==> src/design/lbt_pkg.sv <==
// Shared types and constants for the labeled transition table.
package lbt_pkg;

   localparam int NUM_STATES_DEF     = 16;
   localparam int ARCS_PER_STATE_DEF = 8;
   localparam int LABEL_BITS_DEF     = 8;

   // fixed widths of the request and response fields
   localparam int SRC_W      = 4;
   localparam int DST_W      = 4;
   localparam int LABEL_IN_W = 8;
   localparam int NEXT_W     = 4;

   typedef enum logic [1:0] {
      REQ_ADD     = 2'd0,
      REQ_EXISTS  = 2'd1,
      REQ_REMOVE  = 2'd2,
      REQ_TRANSIT = 2'd3
   } req_kind_type;

   typedef enum logic [1:0] {
      ST_OK     = 2'd0,
      ST_FULL   = 2'd1,
      ST_ABSENT = 2'd2
   } rsp_status_type;

   typedef enum logic [2:0] {
      RES_ADDED  = 3'd0,
      RES_FULL   = 3'd1,
      RES_ABSENT = 3'd2,
      RES_FOUND  = 3'd3,
      RES_NEXT   = 3'd4
   } res_kind_type;

   typedef struct packed {
      logic         accept;
      logic         add_wr;
      logic         rd_first;
      logic         rd_next;
      logic         rd_after;
      logic         shift_wr;
      logic         cnt_dec;
      logic         res_set;
      res_kind_type res_kind;
      logic         rsp_load;
   } lbt_cmd_type;

   typedef struct packed {
      req_kind_type req_kind;
      logic         valid_src;
      logic         cnt_zero;
      logic         full;
      logic         match;
      logic         has_next;
      logic         has_next2;
   } lbt_stat_type;

endpackage

==> src/design/lbt_ctrl.sv <==
// Sequencer for the labeled transition table: request intake, list walk, result hand-off.
module lbt_ctrl
   import lbt_pkg::*;
(
   input  logic         clock,
   input  logic         reset,
   input  logic         req_valid,
   output logic         req_ready,
   output logic         rsp_valid,
   input  logic         rsp_ready,
   input  lbt_stat_type stat,
   output lbt_cmd_type  cmd
);

   typedef enum logic [4:0] {
      S_IDLE  = 5'b00001,
      S_COUNT = 5'b00010,
      S_SCAN  = 5'b00100,
      S_SHIFT = 5'b01000,
      S_DONE  = 5'b10000
   } ctrl_state_type;

   ctrl_state_type state_ff, state_in;
   logic           rsp_valid_ff, rsp_valid_in;

   always_comb begin
      cmd      = '0;
      state_in = state_ff;
      unique case (state_ff)
         S_IDLE: begin
            if (req_valid) begin
               cmd.accept = 1'b1;
               state_in   = S_COUNT;
            end
         end
         S_COUNT: begin
            cmd.res_set = 1'b1;
            state_in    = S_DONE;
            if (stat.req_kind == REQ_ADD) begin
               if (!stat.valid_src || stat.full) begin
                  cmd.res_kind = RES_FULL;
               end else begin
                  cmd.add_wr   = 1'b1;
                  cmd.res_kind = RES_ADDED;
               end
            end else if (!stat.valid_src || stat.cnt_zero) begin
               cmd.res_kind = RES_ABSENT;
            end else begin
               cmd.res_set  = 1'b0;
               cmd.rd_first = 1'b1;
               state_in     = S_SCAN;
            end
         end
         S_SCAN: begin
            if (stat.match) begin
               cmd.res_set = 1'b1;
               state_in    = S_DONE;
               if (stat.req_kind == REQ_TRANSIT) begin
                  cmd.res_kind = RES_NEXT;
               end else begin
                  cmd.res_kind = RES_FOUND;
                  if (stat.req_kind == REQ_REMOVE) begin
                     // close the gap, or just drop the last arc
                     if (stat.has_next) begin
                        cmd.rd_after = 1'b1;
                        state_in     = S_SHIFT;
                     end else begin
                        cmd.cnt_dec = 1'b1;
                     end
                  end
               end
            end else if (stat.has_next) begin
               cmd.rd_next = 1'b1;
            end else begin
               cmd.res_set  = 1'b1;
               cmd.res_kind = RES_ABSENT;
               state_in     = S_DONE;
            end
         end
         S_SHIFT: begin
            cmd.shift_wr = 1'b1;
            if (!stat.has_next2) begin
               cmd.cnt_dec = 1'b1;
               state_in    = S_DONE;
            end
         end
         S_DONE: begin
            if (!rsp_valid_ff || rsp_ready) begin
               cmd.rsp_load = 1'b1;
               state_in     = S_IDLE;
            end
         end
         default: begin
            state_in = S_IDLE;
         end
      endcase
   end

   always_comb begin
      if (cmd.rsp_load) begin
         rsp_valid_in = 1'b1;
      end else if (rsp_ready) begin
         rsp_valid_in = 1'b0;
      end else begin
         rsp_valid_in = rsp_valid_ff;
      end
   end

   always_ff @(posedge clock) begin
      if (reset) begin
         state_ff     <= S_IDLE;
         rsp_valid_ff <= 1'b0;
      end else begin
         state_ff     <= state_in;
         rsp_valid_ff <= rsp_valid_in;
      end
   end

   assign req_ready = (state_ff == S_IDLE);
   assign rsp_valid = rsp_valid_ff;

endmodule

==> src/design/lbt_datapath.sv <==
// Arc memory, per-state count memory, request and result registers of the transition table.
module lbt_datapath
   import lbt_pkg::*;
#(
   parameter int NUM_STATES     = NUM_STATES_DEF,
   parameter int ARCS_PER_STATE = ARCS_PER_STATE_DEF,
   parameter int LABEL_BITS     = LABEL_BITS_DEF
) (
   input  logic                  clock,
   input  logic                  reset,
   input  lbt_cmd_type           cmd,
   output lbt_stat_type          stat,
   input  logic [1:0]            in_kind,
   input  logic [SRC_W-1:0]      in_src,
   input  logic [DST_W-1:0]      in_dst,
   input  logic [LABEL_IN_W-1:0] in_label,
   output logic                  out_found,
   output logic [NEXT_W-1:0]     out_next,
   output logic [1:0]            out_status
);

   localparam int SW    = $clog2(NUM_STATES);
   localparam int CW    = $clog2(ARCS_PER_STATE + 1);
   localparam int IW    = (ARCS_PER_STATE > 1) ? $clog2(ARCS_PER_STATE) : 1;
   localparam int DEPTH = NUM_STATES * ARCS_PER_STATE;
   localparam int AW    = $clog2(DEPTH);
   localparam int XW    = ((SW > SRC_W) ? SW : SRC_W) + 1;
   localparam int LXW   = (LABEL_BITS > LABEL_IN_W) ? LABEL_BITS : LABEL_IN_W;
   localparam int EW    = DST_W + LABEL_BITS;

   // request registers
   req_kind_type          kind_ff;
   logic [SW-1:0]         st_ff;
   logic                  vsrc_ff;
   logic [DST_W-1:0]      dst_ff;
   logic [LABEL_BITS-1:0] lab_ff;

   // walk registers
   logic [CW-1:0]         cnt_ff;
   logic [IW-1:0]         idx_ff;
   logic [EW-1:0]         rd_ff;

   // result and output registers
   logic                  res_found_ff;
   logic [NEXT_W-1:0]     res_next_ff;
   rsp_status_type        res_status_ff;
   logic                  rsp_found_ff;
   logic [NEXT_W-1:0]     rsp_next_ff;
   rsp_status_type        rsp_status_ff;

   // memories
   logic [EW-1:0]         arc_mem [DEPTH];
   logic [CW-1:0]         cnt_mem [NUM_STATES];
   logic [NUM_STATES-1:0] cvld_ff;

   logic [XW-1:0]         src_x;
   logic                  in_valid;
   logic [SW-1:0]         in_st;
   logic [LXW-1:0]        lab_x;

   logic [CW-1:0]         idx_c;
   logic [CW-1:0]         idx1;
   logic [CW:0]           idx2;
   logic [AW-1:0]         base;
   logic [CW:0]           rd_off;
   logic                  rd_en;
   logic [AW-1:0]         rd_addr;
   logic                  wr_en;
   logic [AW-1:0]         wr_addr;
   logic [EW-1:0]         wr_data;
   logic                  cnt_we;
   logic [CW-1:0]         cnt_wdata;
   logic [DST_W-1:0]      rd_dst;
   logic [LABEL_BITS-1:0] rd_lab;

   logic                  res_found_in;
   logic [NEXT_W-1:0]     res_next_in;
   rsp_status_type        res_status_in;

   assign src_x    = XW'(in_src);
   assign in_valid = src_x < XW'(NUM_STATES);
   assign in_st    = src_x[SW-1:0];
   assign lab_x    = LXW'(in_label);

   assign idx_c = CW'(idx_ff);
   assign idx1  = idx_c + CW'(1);
   assign idx2  = {1'b0, idx1} + (CW + 1)'(1);
   assign base  = AW'(st_ff) * AW'(ARCS_PER_STATE);

   assign rd_dst = rd_ff[DST_W-1:0];
   assign rd_lab = rd_ff[EW-1:DST_W];

   assign stat.req_kind  = kind_ff;
   assign stat.valid_src = vsrc_ff;
   assign stat.cnt_zero  = (cnt_ff == '0);
   assign stat.full      = (cnt_ff >= CW'(ARCS_PER_STATE));
   assign stat.match     = (rd_lab == lab_ff) && ((kind_ff == REQ_TRANSIT) || (rd_dst == dst_ff));
   assign stat.has_next  = (idx1 < cnt_ff);
   assign stat.has_next2 = (idx2 < {1'b0, cnt_ff});

   // read offset within the list: first, following, or two ahead while shifting
   always_comb begin
      rd_off = '0;
      if (cmd.rd_next || cmd.rd_after) begin
         rd_off = {1'b0, idx1};
      end else if (cmd.shift_wr) begin
         rd_off = idx2;
      end
   end

   assign rd_en   = cmd.rd_first || cmd.rd_next || cmd.rd_after ||
                    (cmd.shift_wr && stat.has_next2);
   assign rd_addr = base + AW'(rd_off);

   assign wr_en   = cmd.add_wr || cmd.shift_wr;
   assign wr_addr = base + (cmd.add_wr ? AW'(cnt_ff) : AW'(idx_c));
   assign wr_data = cmd.add_wr ? {lab_ff, dst_ff} : rd_ff;

   assign cnt_we    = cmd.add_wr || cmd.cnt_dec;
   assign cnt_wdata = cmd.add_wr ? (cnt_ff + CW'(1)) : (cnt_ff - CW'(1));

   always_comb begin
      res_found_in  = 1'b0;
      res_next_in   = '0;
      res_status_in = ST_ABSENT;
      unique case (cmd.res_kind)
         RES_ADDED: begin
            res_status_in = ST_OK;
         end
         RES_FULL: begin
            res_status_in = ST_FULL;
         end
         RES_ABSENT: begin
            res_status_in = ST_ABSENT;
         end
         RES_FOUND: begin
            res_found_in  = 1'b1;
            res_status_in = ST_OK;
         end
         RES_NEXT: begin
            res_found_in  = 1'b1;
            res_next_in   = NEXT_W'(rd_dst);
            res_status_in = ST_OK;
         end
         default: begin
            res_status_in = ST_ABSENT;
         end
      endcase
   end

   // arc memory: one write port, one registered read port
   always_ff @(posedge clock) begin
      if (wr_en) begin
         arc_mem[wr_addr] <= wr_data;
      end
      if (rd_en) begin
         rd_ff <= arc_mem[rd_addr];
      end
   end

   // count memory; an entry without its valid bit reads as zero
   always_ff @(posedge clock) begin
      if (cnt_we) begin
         cnt_mem[st_ff] <= cnt_wdata;
      end
      if (cmd.accept) begin
         cnt_ff <= (in_valid && cvld_ff[in_st]) ? cnt_mem[in_st] : '0;
      end
   end

   always_ff @(posedge clock) begin
      if (reset) begin
         cvld_ff <= '0;
      end else if (cnt_we) begin
         cvld_ff[st_ff] <= 1'b1;
      end
   end

   always_ff @(posedge clock) begin
      if (cmd.accept) begin
         kind_ff <= req_kind_type'(in_kind);
         st_ff   <= in_st;
         vsrc_ff <= in_valid;
         dst_ff  <= in_dst;
         lab_ff  <= lab_x[LABEL_BITS-1:0];
      end
      if (cmd.rd_first) begin
         idx_ff <= '0;
      end else if (cmd.rd_next || cmd.shift_wr) begin
         idx_ff <= idx1[IW-1:0];
      end
      if (cmd.res_set) begin
         res_found_ff  <= res_found_in;
         res_next_ff   <= res_next_in;
         res_status_ff <= res_status_in;
      end
      if (cmd.rsp_load) begin
         rsp_found_ff  <= res_found_ff;
         rsp_next_ff   <= res_next_ff;
         rsp_status_ff <= res_status_ff;
      end
   end

   assign out_found  = rsp_found_ff;
   assign out_next   = rsp_next_ff;
   assign out_status = rsp_status_ff;

endmodule

==> src/design/labeled_transition_table.sv <==
// Top level of the labeled transition table: stream ports, sequencer and datapath.
//
// Stores up to ARCS_PER_STATE labeled arcs per source state, in insertion order, and serves
// one request at a time: add, exists, remove and transit. Every request gives one response.
// An add, or any lookup on an empty list or an out-of-range state, is answered without a
// walk. Exists and transit walk the source state's list one arc per cycle until the first
// match or the end of the list. A remove that hits position k in a list of n arcs also
// moves the n-k-1 later arcs up one place, one per cycle. The one read port of the arc
// memory sets this pace. The response register lets the next request be accepted while
// a response waits. Arc counts are cleared at reset through per-state valid bits, so there
// is no clearing pass.
module labeled_transition_table
   import lbt_pkg::*;
#(
   parameter int NUM_STATES     = NUM_STATES_DEF,
   parameter int ARCS_PER_STATE = ARCS_PER_STATE_DEF,
   parameter int LABEL_BITS     = LABEL_BITS_DEF
) (
   input  logic        clock,
   input  logic        reset,
   input  logic        req_tvalid,
   output logic        req_tready,
   input  logic [15:0] req_tdata,   // src_state[3:0], dst_state[7:4], label[15:8]
   input  logic [1:0]  req_tuser,   // req_type[1:0]
   output logic        rsp_tvalid,
   input  logic        rsp_tready,
   output logic [7:0]  rsp_tdata,   // found[0], next_state[4:1], zero[7:5]
   output logic [1:0]  rsp_tuser    // status[1:0]
);

   lbt_cmd_type       cmd;
   lbt_stat_type      stat;
   logic              found;
   logic [NEXT_W-1:0] next_state;
   logic [1:0]        status;

   lbt_ctrl u_ctrl (
      .clock     (clock),
      .reset     (reset),
      .req_valid (req_tvalid),
      .req_ready (req_tready),
      .rsp_valid (rsp_tvalid),
      .rsp_ready (rsp_tready),
      .stat      (stat),
      .cmd       (cmd)
   );

   lbt_datapath #(
      .NUM_STATES     (NUM_STATES),
      .ARCS_PER_STATE (ARCS_PER_STATE),
      .LABEL_BITS     (LABEL_BITS)
   ) u_datapath (
      .clock      (clock),
      .reset      (reset),
      .cmd        (cmd),
      .stat       (stat),
      .in_kind    (req_tuser),
      .in_src     (req_tdata[3:0]),
      .in_dst     (req_tdata[7:4]),
      .in_label   (req_tdata[15:8]),
      .out_found  (found),
      .out_next   (next_state),
      .out_status (status)
   );

   assign rsp_tdata = {3'b000, next_state, found};
   assign rsp_tuser = status;

endmodule

==> config.mk <==
export PLATFORM = sky130hd
export DESIGN_NAME = labeled_transition_table
export DESIGN_NICKNAME = d
export VERILOG_FILES = /design/src/design/lbt_pkg.sv /design/src/design/lbt_ctrl.sv /design/src/design/lbt_datapath.sv /design/src/design/labeled_transition_table.sv
export SDC_FILE = /design/constraint.sdc
export NUM_CORES = 2
export LEC_CHECK = 0
export BUFFER_PORTS_ARGS = -buffer_cell sky130_fd_sc_hd__buf_2
export CORE_MARGIN = 3
export CORE_UTILIZATION = 45
export DETAILED_ROUTE_END_ITERATION = 8
export PLACE_DENSITY_LB_ADDON = 0.2
export RECOVER_POWER = 50
export REMOVE_ABC_BUFFERS = 1
export SKIP_CTS_REPAIR_TIMING = 1
export SYNTH_ARGS = -nofsm -noshare
export SYNTH_HDL_FRONTEND = slang
export SYNTH_SLANG_ARGS = --single-unit
==> constraint.sdc <==
create_clock -name clock -period 14.55 [get_ports clock]
set_clock_uncertainty 0.05 [all_clocks]
set_input_delay 1.455 -clock clock [delete_from_list [all_inputs] [get_ports clock]]
set_output_delay 1.455 -clock clock [all_outputs]
set_load 0.02 [all_outputs]
==> impl_metrics.toml <==
[run_status]
run_status = "complete, but fails checks"
violated_checks = "capacitance limit, slew limit"

[power]
power.sequential.fraction_pct = 49.5
netSwitchingFraction_pct = 26.31
cellPowerDensity_nw_per_um2 = 136.5
peakVddDrop_mv = 0.09343
power.switching_mw = 2.885
total_chip_power_mw = 10.97
power.share.clock_pct = 38.3
internal_mw = 8.081
power.leakage_nw = 26.23
power.share.combinational_pct = 12.3

[synth]
synth.avg_cell_area_um2 = 13.34
leading_post_synthesis_cells_by_cell_area = "sky130_fd_sc_hd__edfxtp_1 68%, sky130_fd_sc_hd__nand2_1 5.0%, sky130_fd_sc_hd__a221oi_1 2.4%"
yosys_warnings = 0
ys_ff_latch = 1673
yosysSeqAreaShare_pct = 69.04
syn-instance-count = 5429
synth_area_leader_cell = "sky130_fd_sc_hd__edfxtp_1"
synth_enable_flop_cells = 1648
synth_async_sr_flop_share_pct = 0
synthesis.area_um2 = 72400
synth_largest_type_area_fraction_pct = 68.35
synth_most_common_cell = "sky130_fd_sc_hd__edfxtp_1"
synth_top_cells_by_count = "1648 x sky130_fd_sc_hd__edfxtp_1, 966 x sky130_fd_sc_hd__nand2_1, 325 x sky130_fd_sc_hd__nand3_1, 245 x sky130_fd_sc_hd__clkbuf_1, 201 x sky130_fd_sc_hd__nor2_1"
yosysUniqueCellTypes = 84
synth_flop_cell = "sky130_fd_sc_hd__edfxtp_1"

[floorplanning]
start_util_pct = 45.50
fp.dieH_um = 407.1
die_w_um = 407.1
std_cell_rows = 146
coreArea_um2 = 159100
top_level_ports = 34
dieArea_um2 = 165700

[cells_and_area]
fill_cells = 13420
nNetsFinal = 5435
finished_cell_area_um2 = 80350
area_growth_syn_to_layout_pct = 10.98
final_layout_size_suffix_gt1_share_pct = 10.04

[worst_setup_path]
setup.worst_path.start_class = "flip-flop"
worst-r2r-setup-slack_ns = 5.57
endpoint = "u_datapath.rd_ff[9]$_DFFE_PP_"
setup.worst_path.end_class = "flip-flop"
timing.critical_path.arrival_ns = 9.48
timing.critical_path.required_ns = 15.05
crit_type = "reg -> reg"
worst_r2r_startpoint = "u_datapath.idx_ff[0]$_SDFFE_PP0P_"
path_max_fanout = 33
timing.reg2reg.worst_path_depth = 18
worst_setup_path_startpoint = "u_datapath.idx_ff[0]$_SDFFE_PP0P_"
timing.rr.end = "u_datapath.rd_ff[9]$_DFFE_PP_"

[drt]
postRouteAntennaNets = 0
wirelength_um = 234000
route.detailed.vias_per_inst = 6.523
detail_route.first_pass.iterations = 9
routedWlPerCell_um = 30.48
drt-initial-drc-count = 7502
drc_violation_count_after_routing = 0
dr_total_vias = 50070

[clock_tree]
cts_buffer_depth = 3
clk-insertion-delay-late_ns = 0.81
clk_root_buffer_cell = "sky130_fd_sc_hd__clkbuf_16"
cts_buffers = 172
cts_tree = "built"
cts_htree_levels = 4
clock_slew_at_the_register_clock_pins_of_the_worst_setup_and_hold_paths_ns = 0.06
clock_sinks = 1673

[placed_design]
routabilityCongestion = 0.9557
detailed_place_hpwl_um = 138900
buffer_ports.inserted = 30
dpl_worst_slack_ns = 7.631
place_area_um2 = 75260

[grt]
globalRoute.totalOverflow = 0
grt_antenna_before_repair = 7
grt_pass1_vias = 46850
grt_pass1_wl_um = 336600
globalRouteTotalUtil_pct = 27.45
grt_start_max_net_pins = 133

[timing]
tightestPinTransition_ns = 4.657
rsz_0062_raised_after_global_routing = "false"
finalHoldViolations = 0
report.final.slew_viol_count = 1626
period_share_pct = 61.73
setup_viol_count_final = 0
max_freq_mhz = 111.3
layout_min_cycle_time_ns = 8.982
tns_ns = 0
hold-worst-slack_ns = 0.3700
timing.max_slew.rel_slack_pct = -210.5
timing.final.ws_setup_ns = 5.568

[worst_hold_path]
holdCritPathClass = "reg -> reg"

[job]
maxCapViolations = 27
==> kinds of logic after synthesis <==
logic type,share of synthesized area (%)
adder cells (fa/ha/maj),0.3145
multiplexers,3.959
buffers and inverters,2.585
AO/OA/AOI/OAI,12.42
AND/OR/NAND/NOR,11.36
XOR/XNOR,0.3093
other,0.005180
flip-flops,69.04
==> through the flow <==
stage	cells	utilization (%)
global placement	7368	47.30
floorplan	4998	-
CTS	7675	50.61
global route	7675	50.50
detailed placement	7368	47.30
finish	7676	50.50
==> routing by layer <==
layer,track usage [%],wire (um)
met1,40.51,95940
met3,6.236,27350
met5,0,56
met4,10.18,9105
met2,39.66,101500
==> how the worst min path moves through the flow <==
| stage | start | to | slack [ns] | depth (start not counted) |
|---|---|---|---|---|
| finish | u_datapath.res_next_ff[2]$_SDFFCE_PP0P_ | u_datapath.out_next[2]$_DFFE_PP_ | 0.37 | 0 |
| global route | u_datapath.res_next_ff[3]$_SDFFCE_PP0P_ | u_datapath.out_next[3]$_DFFE_PP_ | 0.38 | 0 |
| CTS | u_datapath.res_next_ff[2]$_SDFFCE_PP0P_ | u_datapath.out_next[2]$_DFFE_PP_ | 0.37 | 0 |
| detailed placement | u_datapath.res_next_ff[2]$_SDFFCE_PP0P_ | u_datapath.out_next[2]$_DFFE_PP_ | 0.36 | 0 |
| global placement | u_datapath.res_next_ff[3]$_SDFFCE_PP0P_ | u_datapath.out_next[3]$_DFFE_PP_ | 0.36 | 0 |
| floorplan | u_datapath.res_found_ff$_DFFE_PP_ | u_datapath.out_found$_DFFE_PP_ | 0.35 | 0 |
==> area by class of cell <==
type / instances / area (um^2) / area share [%]
multi-input cells: 3312 / 20750 / 25.83
well taps: 2146 / 2685 / 3.342
clock buffers: 218 / 4583 / 5.704
diodes: 1 / 2.502 / 0.003114
repair buffers: 224 / 1614 / 2.009
clock inverters: 89 / 676.9 / 0.8424
inverters: 13 / 48.80 / 0.06073
flip-flops and latches: 1673 / 49990 / 62.21
==> critical path, cell delays in order (launching register included) <==
cell	delay [ns]
sky130_fd_sc_hd__dfxtp_1	1.04
sky130_fd_sc_hd__clkinv_1	0.16
sky130_fd_sc_hd__clkbuf_1	0.82
sky130_fd_sc_hd__ha_1	0.81
sky130_fd_sc_hd__inv_1	0.15
sky130_fd_sc_hd__ha_1	0.30
sky130_fd_sc_hd__o211ai_1	0.11
sky130_fd_sc_hd__o21ai_0	0.88
sky130_fd_sc_hd__nor2_1	0.30
sky130_fd_sc_hd__nand2_1	0.17
sky130_fd_sc_hd__o21ai_0	0.11
sky130_fd_sc_hd__ha_1	0.24
sky130_fd_sc_hd__fa_1	0.65
sky130_fd_sc_hd__or2_2	0.66
sky130_fd_sc_hd__nor2_1	1.08
sky130_fd_sc_hd__o21ai_0	0.29
sky130_fd_sc_hd__nand4_1	0.28
sky130_fd_sc_hd__nor4_1	0.07
sky130_fd_sc_hd__or4_1	0.52
==> sequential cells by signal, indices dropped and copies added (netlist names), 5 cells and up <==
signal and cells:
u_datapath.lab_ff 8, u_datapath.arc_mem 1536, u_ctrl.state_ff 5, u_datapath.cvld_ff 16, u_datapath.cnt_mem 64, u_datapath.rd_ff 12
==> layout by cell type, fill, tap and decap left out, types with 56 or more instances in the layout <==
cell type,instances
sky130_fd_sc_hd__edfxtp_1,1648
sky130_fd_sc_hd__a221oi_1,197
sky130_fd_sc_hd__nand2_1,959
sky130_fd_sc_hd__a21oi_1,183
sky130_fd_sc_hd__mux2i_1,139
sky130_fd_sc_hd__nand3_1,323
sky130_fd_sc_hd__and3_1,181
sky130_fd_sc_hd__a31oi_1,98
sky130_fd_sc_hd__nor2_1,185
sky130_fd_sc_hd__clkbuf_16,177
sky130_fd_sc_hd__a211oi_1,175
sky130_fd_sc_hd__o21ai_0,100
sky130_fd_sc_hd__mux4_2,56
sky130_fd_sc_hd__o22ai_1,69
sky130_fd_sc_hd__clkbuf_1,69
sky130_fd_sc_hd__buf_4,175
==> power by group through the flow <==
stage                     registers [mW]  logic, mW  clock network [mW]
after floorplan                     5.55      0.730                   0
after global placement              5.50       1.29                   0
after detailed placement            5.50       1.31                   0
after CTS                           5.40       1.32                4.25
after global routing                5.42       1.40                4.45
final                               5.42       1.34                4.20
(Power assumes the default switching activity.)
